$ cat config.mk
export PLATFORM = sky130hd
export DESIGN_NAME = midtones_transfer_stretch_core
export DESIGN_NICKNAME = d
export VERILOG_FILES = /design/src/rtl/mtfs_pkg.sv /design/src/rtl/mtfs_front.sv /design/src/rtl/mtfs_div_step.sv /design/src/rtl/midtones_transfer_stretch_core.sv
export SDC_FILE = /design/constraint.sdc
export NUM_CORES = 2
export LEC_CHECK = 0
export BUFFER_PORTS_ARGS = -buffer_cell sky130_fd_sc_hd__buf_2
export CAP_MARGIN = 20
export CORE_AREA = 5 5 393 395
export DETAILED_ROUTE_END_ITERATION = 8
export DIE_AREA = 0 0 398 400
export PLACE_DENSITY = 0.82
export SKIP_CTS_REPAIR_TIMING = 1
export SLEW_MARGIN = 5
export SYNTH_ARGS = -nofsm -noshare
export SYNTH_HDL_FRONTEND = slang
export SYNTH_SLANG_ARGS = --single-unit
$ cat constraint.sdc
create_clock -name i_clk -period 8.4 [get_ports i_clk]
set_input_delay 1.68 -clock i_clk [delete_from_list [all_inputs] [get_ports i_clk]]
set_output_delay 1.68 -clock i_clk [all_outputs]
set_load 0.01 [all_outputs]
$ cat src/rtl/mtfs_pkg.sv
// Package: shared widths, register indexes and payload types for the midtones stretch.
`timescale 1ns / 1ps
`default_nettype none
package mtfs_pkg;

    // Fixed-point format of the pixel and of the clip and balance registers
    localparam int FRAC_BITS = 16;
    localparam int VAL_W     = FRAC_BITS + 1;
    localparam logic [VAL_W-1:0] ONE_VAL = VAL_W'(1) << FRAC_BITS;

    // Product and difference widths through the front stages
    localparam int A_W   = 2 * VAL_W + 2;   // (m - 1) * vf, signed
    localparam int B_W   = 2 * VAL_W + 3;   // (2m - 1) * vf, signed
    localparam int C_W   = 2 * VAL_W;       // m * d, unsigned
    localparam int NUM_W = A_W + 8;         // 255 * (m - 1) * vf, signed
    localparam int DEN_W = B_W + 1;         // (2m - 1) * vf - m * d, signed

    // Quotient is clamped to 8 bits
    localparam int DIV_BITS = 8;
    localparam int CMP_W    = DEN_W + DIV_BITS;
    localparam logic [DIV_BITS-1:0] MAX_OUT = '1;

    // Configuration register indexes
    localparam int CFG_IDX_W = 2;
    typedef enum logic [CFG_IDX_W-1:0] {
        REG_SHADOW_CLIP     = 2'd0,
        REG_HIGHLIGHT_CLIP  = 2'd1,
        REG_MIDTONE_BALANCE = 2'd2
    } t_cfg_reg;

    // Channel payloads
    typedef struct packed {
        logic [VAL_W-1:0] pixel_level;
        logic             last_in;
    } t_in;

    typedef struct packed {
        logic [DIV_BITS-1:0] display_value;
        logic                last_out;
    } t_out;

    // Item state through the divider stages
    typedef struct packed {
        logic                last;
        logic                fixed;
        logic [DIV_BITS-1:0] fixed_val;
        logic [NUM_W-1:0]    rem;
        logic [DEN_W-1:0]    den;
        logic [DIV_BITS-1:0] quo;
    } t_div;

endpackage
`default_nettype wire

$ cat src/rtl/mtfs_front.sv
// Front stages: clip test, products, numerator and denominator, sign normalization.
`timescale 1ns / 1ps
`default_nettype none
module mtfs_front (
    input  wire logic                     i_clk,
    input  wire logic                     i_rst_n,
    input  wire logic [mtfs_pkg::VAL_W-1:0] i_shadow_clip,
    input  wire logic [mtfs_pkg::VAL_W-1:0] i_highlight_clip,
    input  wire logic [mtfs_pkg::VAL_W-1:0] i_midtone_balance,
    input  wire logic                     i_valid,
    output logic                          o_ready,
    input  wire mtfs_pkg::t_in            i_data,
    output logic                          o_valid,
    input  wire logic                     i_ready,
    output mtfs_pkg::t_div                o_data
);
    import mtfs_pkg::*;

    // Stage 1 registers: offsets and balance terms
    logic                    r_v1;
    logic                    r_last1;
    logic                    r_fixed1;
    logic [DIV_BITS-1:0]     r_fval1;
    logic [VAL_W-1:0]        r_vf1;
    logic [VAL_W-1:0]        r_d1;
    logic [VAL_W-1:0]        r_m1;
    logic signed [VAL_W:0]   r_mm1;
    logic signed [VAL_W+1:0] r_m2m1;

    // Stage 2 registers: products
    logic                    r_v2;
    logic                    r_last2;
    logic                    r_fixed2;
    logic [DIV_BITS-1:0]     r_fval2;
    logic signed [A_W-1:0]   r_a;
    logic signed [B_W-1:0]   r_b;
    logic [C_W-1:0]          r_c;

    // Stage 3 registers: numerator and denominator
    logic                    r_v3;
    logic                    r_last3;
    logic                    r_fixed3;
    logic [DIV_BITS-1:0]     r_fval3;
    logic signed [NUM_W-1:0] r_num;
    logic signed [DEN_W-1:0] r_den;

    // Stage 4 register: normalized item for the divider
    logic                    r_v4;
    t_div                    r_out;

    logic w_rdy1, w_rdy2, w_rdy3, w_rdy4;

    logic                    n_fixed1;
    logic [DIV_BITS-1:0]     n_fval1;
    logic signed [VAL_W:0]   n_mm1;
    logic signed [VAL_W+1:0] n_m2m1;
    logic signed [NUM_W-1:0] n_num;
    logic signed [DEN_W-1:0] n_den;
    logic signed [NUM_W-1:0] n_nmag;
    logic signed [DEN_W-1:0] n_dmag;
    logic                    n_neg;
    logic                    n_zero;

    // Advance a stage when it is empty or the next one takes its item
    assign w_rdy4  = !r_v4 || i_ready;
    assign w_rdy3  = !r_v3 || w_rdy4;
    assign w_rdy2  = !r_v2 || w_rdy3;
    assign w_rdy1  = !r_v1 || w_rdy2;
    assign o_ready = w_rdy1;

    // Clip test and balance terms
    always_comb begin
        n_fixed1 = 1'b0;
        n_fval1  = '0;
        if (i_data.pixel_level < i_shadow_clip) begin
            n_fixed1 = 1'b1;
        end else if (i_data.pixel_level >= i_highlight_clip) begin
            n_fixed1 = 1'b1;
            n_fval1  = MAX_OUT;
        end
        n_mm1  = $signed({1'b0, i_midtone_balance}) - $signed({1'b0, ONE_VAL});
        n_m2m1 = $signed({1'b0, i_midtone_balance, 1'b0}) - $signed({2'b00, ONE_VAL});
    end

    // Numerator as 256a - a, denominator as b - c
    always_comb begin
        n_num = (NUM_W'(r_a) <<< 8) - NUM_W'(r_a);
        n_den = DEN_W'(r_b) - $signed(DEN_W'(r_c));
    end

    // Flip signs so the denominator is positive
    always_comb begin
        n_neg  = r_den[DEN_W-1];
        n_nmag = n_neg ? -r_num : r_num;
        n_dmag = n_neg ? -r_den : r_den;
        n_zero = (r_den == '0) || n_nmag[NUM_W-1];
    end

    // Valid bits
    always_ff @(posedge i_clk) begin
        if (!i_rst_n) begin
            r_v1 <= 1'b0;
            r_v2 <= 1'b0;
            r_v3 <= 1'b0;
            r_v4 <= 1'b0;
        end else begin
            if (w_rdy1) r_v1 <= i_valid;
            if (w_rdy2) r_v2 <= r_v1;
            if (w_rdy3) r_v3 <= r_v2;
            if (w_rdy4) r_v4 <= r_v3;
        end
    end

    // Payload registers
    always_ff @(posedge i_clk) begin
        if (w_rdy1) begin
            r_last1  <= i_data.last_in;
            r_fixed1 <= n_fixed1;
            r_fval1  <= n_fval1;
            r_vf1    <= i_data.pixel_level - i_shadow_clip;
            r_d1     <= i_highlight_clip - i_shadow_clip;
            r_m1     <= i_midtone_balance;
            r_mm1    <= n_mm1;
            r_m2m1   <= n_m2m1;
        end
        if (w_rdy2) begin
            r_last2  <= r_last1;
            r_fixed2 <= r_fixed1;
            r_fval2  <= r_fval1;
            r_a      <= r_mm1 * $signed({1'b0, r_vf1});
            r_b      <= r_m2m1 * $signed({1'b0, r_vf1});
            r_c      <= r_m1 * r_d1;
        end
        if (w_rdy3) begin
            r_last3  <= r_last2;
            r_fixed3 <= r_fixed2;
            r_fval3  <= r_fval2;
            r_num    <= n_num;
            r_den    <= n_den;
        end
        if (w_rdy4) begin
            r_out.last      <= r_last3;
            r_out.fixed     <= r_fixed3 || n_zero;
            r_out.fixed_val <= r_fixed3 ? r_fval3 : '0;
            r_out.rem       <= $unsigned(n_nmag);
            r_out.den       <= $unsigned(n_dmag);
            r_out.quo       <= '0;
        end
    end

    assign o_valid = r_v4;
    assign o_data  = r_out;

endmodule
`default_nettype wire

$ cat src/rtl/mtfs_div_step.sv
// One restoring division step: compare and subtract the shifted denominator; the top step only flags overflow.
`timescale 1ns / 1ps
`default_nettype none
module mtfs_div_step #(
    parameter int SHIFT = 0
) (
    input  wire logic           i_clk,
    input  wire logic           i_rst_n,
    input  wire logic           i_valid,
    output logic                o_ready,
    input  wire mtfs_pkg::t_div i_data,
    output logic                o_valid,
    input  wire logic           i_ready,
    output mtfs_pkg::t_div      o_data
);
    import mtfs_pkg::*;

    logic                r_v;
    t_div                r_item;
    t_div                n_item;
    logic [CMP_W-1:0]    w_rem;
    logic [CMP_W-1:0]    w_sub;
    logic [DIV_BITS:0]   w_bit;
    logic                w_rdy;

    assign w_rdy   = !r_v || i_ready;
    assign o_ready = w_rdy;

    // Top step only detects overflow; lower steps form quotient bits
    always_comb begin
        w_rem  = CMP_W'(i_data.rem);
        w_sub  = CMP_W'(i_data.den) << SHIFT;
        w_bit  = (DIV_BITS + 1)'(1) << SHIFT;
        n_item = i_data;
        if (!i_data.fixed && (w_rem >= w_sub)) begin
            if (SHIFT == DIV_BITS) begin
                n_item.fixed     = 1'b1;
                n_item.fixed_val = MAX_OUT;
            end else begin
                n_item.rem = NUM_W'(w_rem - w_sub);
                n_item.quo = i_data.quo | w_bit[DIV_BITS-1:0];
            end
        end
    end

    // Hold valid and item until the next stage takes it
    always_ff @(posedge i_clk) begin
        if (!i_rst_n) begin
            r_v <= 1'b0;
        end else if (w_rdy) begin
            r_v <= i_valid;
        end
    end

    always_ff @(posedge i_clk) begin
        if (w_rdy) begin
            r_item <= n_item;
        end
    end

    assign o_valid = r_v;
    assign o_data  = r_item;

endmodule
`default_nettype wire

$ cat src/rtl/midtones_transfer_stretch_core.sv
// Top level: configuration registers, front stages and the divider step chain.
// Items pass 4 front stages, then 9 divider steps; the top step only flags overflow.
// Throughput: one item per cycle unless stalled; each other step resolves one quotient bit.
// Backpressure ripples stage by stage, so empty stages keep filling while the output stalls.
// Reset (synchronous, active low) empties the pipeline and loads shadows 0,
// highlights 1.0 and midtones balance 0.5.
`timescale 1ns / 1ps
`default_nettype none
module midtones_transfer_stretch_core (
    input  wire logic                          i_clk,
    input  wire logic                          i_rst_n,
    input  wire logic                          i_cfg_we,
    input  wire logic [mtfs_pkg::CFG_IDX_W-1:0] i_cfg_index,
    input  wire logic [mtfs_pkg::VAL_W-1:0]    i_cfg_data,
    input  wire logic                          i_in_valid,
    output logic                               o_in_ready,
    input  wire mtfs_pkg::t_in                 i_in_data,
    output logic                               o_out_valid,
    input  wire logic                          i_out_ready,
    output mtfs_pkg::t_out                     o_out_data
);
    import mtfs_pkg::*;

    localparam int N_STEPS = DIV_BITS + 1;

    logic [VAL_W-1:0] r_shadow_clip;
    logic [VAL_W-1:0] r_highlight_clip;
    logic [VAL_W-1:0] r_midtone_balance;

    t_div w_item  [0:N_STEPS];
    logic w_valid [0:N_STEPS];
    logic w_ready [0:N_STEPS];

    // Configuration writes; unknown indexes are dropped
    always_ff @(posedge i_clk) begin
        if (!i_rst_n) begin
            r_shadow_clip     <= '0;
            r_highlight_clip  <= ONE_VAL;
            r_midtone_balance <= ONE_VAL >> 1;
        end else if (i_cfg_we) begin
            case (t_cfg_reg'(i_cfg_index))
                REG_SHADOW_CLIP:     r_shadow_clip     <= i_cfg_data;
                REG_HIGHLIGHT_CLIP:  r_highlight_clip  <= i_cfg_data;
                REG_MIDTONE_BALANCE: r_midtone_balance <= i_cfg_data;
                default: ;
            endcase
        end
    end

    mtfs_front u_front (
        .i_clk             (i_clk),
        .i_rst_n           (i_rst_n),
        .i_shadow_clip     (r_shadow_clip),
        .i_highlight_clip  (r_highlight_clip),
        .i_midtone_balance (r_midtone_balance),
        .i_valid           (i_in_valid),
        .o_ready           (o_in_ready),
        .i_data            (i_in_data),
        .o_valid           (w_valid[0]),
        .i_ready           (w_ready[0]),
        .o_data            (w_item[0])
    );

    // Divider chain: overflow check first, then quotient bits from MSB down
    for (genvar k = 0; k < N_STEPS; k++) begin : g_step
        mtfs_div_step #(
            .SHIFT (DIV_BITS - k)
        ) u_step (
            .i_clk   (i_clk),
            .i_rst_n (i_rst_n),
            .i_valid (w_valid[k]),
            .o_ready (w_ready[k]),
            .i_data  (w_item[k]),
            .o_valid (w_valid[k+1]),
            .i_ready (w_ready[k+1]),
            .o_data  (w_item[k+1])
        );
    end

    // Pick the saturated or computed value for the result item
    assign w_ready[N_STEPS] = i_out_ready;
    assign o_out_valid      = w_valid[N_STEPS];
    assign o_out_data       = {(w_item[N_STEPS].fixed ? w_item[N_STEPS].fixed_val
                                                      : w_item[N_STEPS].quo),
                               w_item[N_STEPS].last};

endmodule
`default_nettype wire

==> Word-level counts from Yosys, hierarchy flattened <==
Index checks and enable logic that the tools add are counted.
{ "word_totals": {"regBits": 1273, "input_bits": 42, "output_inout_bits": 11, "elab_cells": 194} }
{ "op_classes": {"addsub": 15, "mul": 3, "n_lt_le_gt_ge": 11, "eq_ne": 2, "mux": 12, "reduce_logical": 51} }
{ "ops": {"columns": ["op", "n"], "rows": [
  ["$mux W44", 8],
  ["$sub A44 B44 Y44", 2],
  ["$ge A44 B46 Y1", 1],
  ["$ge A44 B45 Y1", 1],
  ["$ge A44 B38 Y1", 1],
  ["$ge A44 B39 Y1", 1],
  ["$ge A44 B40 Y1", 1],
  ["$ge A44 B41 Y1", 1],
  ["$ge A44 B42 Y1", 1],
  ["$ge A44 B43 Y1", 1],
  ["$ge A44 B44 Y1", 1],
  ["$neg A44 Y44", 1],
  ["$sub A44 B36 Y44", 1],
  ["$sub A44 B39 Y44", 1],
  ["$sub A44 B40 Y44", 1],
  ["$sub A44 B41 Y44", 1],
  ["$sub A44 B42 Y44", 1],
  ["$sub A44 B43 Y44", 1],
  ["$logic_not A38 Y1", 1],
  ["$neg A38 Y38", 1],
  ["$sub A37 B35 Y38", 1],
  ["$mul A19 B18 Y37", 1],
  ["$mux W37", 1],
  ["$mul A18 B18 Y36", 1],
  ["15 further kinds", 62]
]} }

==> Depth between registers and ports, before layout <==
{ "depth": {"depth_word": 14, "ltp_mapped": 27, "depth_no_buf": 26} }

==> Cells and area by module <==
From an unflattened synthesis, not the netlist that was laid out.
{ "hier_totals": {"cells_unflattened": 9090, "hier_area_um2": 97105.6} }
{ "by_module_without_submodules": {"columns": ["module", "n_inst", "cells_each", "area_per_inst_um2"], "rows": [
  ["mtfs_front", 1, 4415, 43540.5],
  ["mtfs_div_step (g_step[3].u_step)", 1, 535, 6331.1],
  ["mtfs_div_step (g_step[7].u_step)", 1, 492, 5989.5],
  ["mtfs_div_step (g_step[5].u_step)", 1, 574, 5934.4],
  ["mtfs_div_step (g_step[6].u_step)", 1, 525, 5890.6],
  ["mtfs_div_step (g_step[8].u_step)", 1, 558, 5890.6],
  ["mtfs_div_step (g_step[2].u_step)", 1, 555, 5866.9],
  ["mtfs_div_step (g_step[4].u_step)", 1, 532, 5799.3],
  ["mtfs_div_step (g_step[1].u_step)", 1, 461, 5686.7],
  ["mtfs_div_step (g_step[0].u_step)", 1, 247, 4124.0],
  ["midtones_transfer_stretch_core", 1, 196, 2052.0]
]} }

==> Worst setup path after synthesis <==
Ideal clock, no wire load.
{ "synth_timing": {"path_type": "register to register", "start": "reg u_front.r_vf1[14]", "end": "reg u_front.r_b[35], data pin", "setup_ps": 257, "t_arrival_ps": 6586, "required_time_ps": 8143, "slack_ps": 1556, "stages_incl_launch_ff": 26, "n_path_buf": 2, "period_less_slack_ps": 6844, "cell_sequence": "edfxtp_1 clkbuf_1 clkbuf_1 nand2_1 fa_1 inv_1 fa_1 inv_1 fa_1 fa_1 inv_1 fa_1 inv_1 fa_1 inv_1 ha_1 and3_1 a221o_1 a21o_1 a41oi_1 a21oi_1 a41oi_1 a21oi_1 a21o_1 o41a_1 xor2_1"} }
{ "synth_between": {"elab_chain_len": 1} }
{ "synth_lines": {"columns": ["element", "line_no", "source"], "rows": [
  ["start, declared", "mtfs_front.sv:24", "logic [VAL_W-1:0] r_vf1;"],
  ["start signal, assigned", "mtfs_front.sv:120", "r_vf1 <= i_data.pixel_level - i_shadow_clip;"],
  ["$mul A19 B18 Y37", "mtfs_front.sv:131", "r_b <= r_m2m1 * $signed({1'b0, r_vf1});"],
  ["end signal, assigned", "mtfs_front.sv:131", null],
  ["end, declared", "mtfs_front.sv:36", "logic signed [B_W-1:0] r_b;"]
]} }
No other way between the ends.
A chain may end at the register's enable or synchronous reset.

==> metrics <==
RSZ-0062 raised after global routing no; Slew Viols, Final 0; met3 Resource Use GR 3.20%; syn avg cell area 10.4 um^2; data required time of the critical path 8820 ps; GR peak layer met2; Hold Path Class reg -> reg; gr ovfl total 0; Synth top cells by count 1501 x inv_1, 1041 x edfxtp_1, 864 x nand2_1, 695 x fa_1, 686 x ha_1; top_reg_cell synth edfxtp_1; share of post-route cells with drive strength above 1 5.38%; CP Cell Sequence and2_1 -> fa_1 -> inv_1 -> fa_1 -> inv_1 -> fa_1 -> fa_1 -> fa_1 -> fa_1 -> ha_1 -> and3_1 -> a21oi_1 -> o21a_1 -> a21oi_1 -> a2111oi_0 -> o31ai_1 -> a2111oi_0 -> o21bai_1 -> a21oi_1 -> xnor2_1; # rows 143; final instance area 93300 um^2; period utilization 93.3%; Area Growth Syn to Fin 7.80%; setup TNS 0 ps; worst hold slack 402 ps; synthesized area 86600 um^2; post-synth top area share 36.1%; critical path class reg -> reg; H-tree lvl count 3; Synth Register Bits 1105; Root Driver clkbuf_16; # port buffers 52; CP max stage delay 830 ps; routed len/inst 18.2 um; Clock Sinks 1105; Clock Latency Late Sink 770 ps; Via-to-Cell Ratio 5.61; GR met1 Demand/Resource 26.8%; initial antenna violation count 1; global-route wire length before repair 313000 um; Core ar. 151000 um^2; number of synthesized flops with an enable pin 1041; post-synth top area cell edfxtp_1; die span in y 400 um; CTS tree yes; RD Place Congestion 0.976; DR DRC count 0; Final ANT Viol Nets 0; arrival time at the worst endpoint 8260 ps; via count 58911; post-synth net total 9783; vias in the first global route 62532; Max Cap Viol 0; ys async rst share 0%; final cell count without fillers 10508; fin nets 9796; TritonCTS buffer count 120; Starting Density 57.4%; Final Skew 66.9 ps; most used cell, CP fa_1; CP max stage cell edfxtp_1; DP Area 89100 um^2; io pins 53; initial drt markers 3068; grt met2 use 44.8%; CP endpoint kind flip-flop; hpwl dp 153000 um; worst-path maximum fanout 24; post-synthesis sequential area ratio 37.6%; Slew @ Worst Pin 1160 ps; Final Hold Vio Count 0; yosys warns 0; clock buffer depth 3; minimum clock period 7840 ps; Finish-stage setup viols 0; cell count after synthesis 8360; Tot GR Track Use 24.5%; largest net degree at the start of global routing 84; count leader, synth inv_1; Pre-antenna DRT Iters 6; Yosys cell types 86; element type at the critical path start flip-flop; area of the die 159000 um^2; Fmax 128 MHz; routed wire length 192000 um; Cells after DPL 10280; largest cells by area after synthesis edfxtp_1 36%, fa_1 16%, ha_1 9.9%; Slew headroom 22.4%; Die W 398 um; Clock Pin Slew Worst Setup and Hold Paths 60 ps; status finished, final reports clean
## flip-flops by register name, summed over array words and instances, names as in the netlist, 21 cells and up
name / cells
u_front.r_b: 36
g_step.u_step.o_data: 719
u_front.r_den: 38
u_front.r_c: 34
u_front.r_a: 21
u_front.o_data: 85
u_front.r_num: 44
## placed cells by master, fill, tap and decap left out, types with 46 or more instances in the layout
cell type / netlist / routed
ha_1: 686 / 686
nand2_1: 864 / 859
nor2b_1: 62 / 62
o31ai_1: 46 / 46
buf_2: 1 / 52
a211oi_1: 47 / 46
xor2_1: 154 / 154
a21o_1: 244 / 243
a21boi_0: 66 / 66
o21a_1: 75 / 75
o21bai_1: 58 / 58
nor2_1: 251 / 251
and2_1: 307 / 307
edfxtp_1: 1041 / 1041
a21oi_1: 397 / 397
xnor2_1: 351 / 351
dfxtp_1: 64 / 64
nand3_1: 81 / 81
nor3_1: 63 / 63
o21ai_0: 421 / 420
mux2_2: 77 / 77
buf_4: 1 / 65
clkbuf_16: 0 / 121
fa_1: 695 / 695
inv_1: 1501 / 1494
nand2b_1: 66 / 66
nand4_1: 60 / 60
## metal layers
layer / routed length [um] / part of all wire (%) / up-vias
met5: 0 / 0 / -
li1: - / - / 28075
met4: 14600 / 7.6 / 0
met3: 8510 / 4.4 / 642
met1: 70900 / 37 / 28450
met2: 97600 / 51 / 1744
## final timing paths
path                                          from                                    end  slack, ps  cells past startpoint
max                     u_front.r_mm1[6]$_DFFE_PP_              u_front.r_b[36]$_DFFE_PP_        560                     20
max reg2reg             u_front.r_mm1[6]$_DFFE_PP_              u_front.r_b[36]$_DFFE_PP_        560                     20
min          g_step[3].u_step.o_data[96]$_DFFE_PP_  g_step[4].u_step.o_data[96]$_DFFE_PP_        400                      0
min reg2reg  g_step[3].u_step.o_data[96]$_DFFE_PP_  g_step[4].u_step.o_data[96]$_DFFE_PP_        400                      0
## worst max-delay path, delay by kind of cell, from the launching register on
family,cells,cell delay [ps]
xor gates and xnor gates,1,90
adders and majority gates,7,3450
DFF,1,830
AOI/OAI and AO/OA,8,2380
buffers and inverters,2,140
and+or+nand+nor,2,620
## cell type report
class	count	area, um^2
fillers	11828	57500
multi-input cells	5525	47600
flip-flops and latches	1105	32500
inverters	1501	5640
clock buffers	152	3220
well taps	2030	2540
clock inverters	72	932
repair buffers	120	816
diodes	3	7.51
## cells by family (layout without fill, tap and decap cells)
kind of cell / after synthesis / in the layout / synth area share [%]
adder cells (fa/ha/maj): 1381 / 1381 / 26.0
buffers and inverters: 1730 / 1845 / 7.53
AO/OA/AOI/OAI: 1596 / 1596 / 11.7
other: 0 / 3 / 0
multiplexers: 81 / 81 / 1.05
XOR/XNOR: 505 / 505 / 5.11
AND/OR/NAND/NOR: 1962 / 1962 / 11.0
flip-flops: 1105 / 1105 / 37.6
## through the flow
| step | setup slack [ps] | utilization [%] |
|---|---|---|
| floorplan | 1560 | - |
| global placement | 758 | 59.1 |
| detailed placement | 672 | 59.1 |
| CTS | 560 | 61.8 |
| global route | 165 | 61.9 |
| finish | 565 | 61.9 |
Power is left out: the tool's default activity adds up to more than one toggle a clock period on the data nets, which glitch-free logic cannot reach.
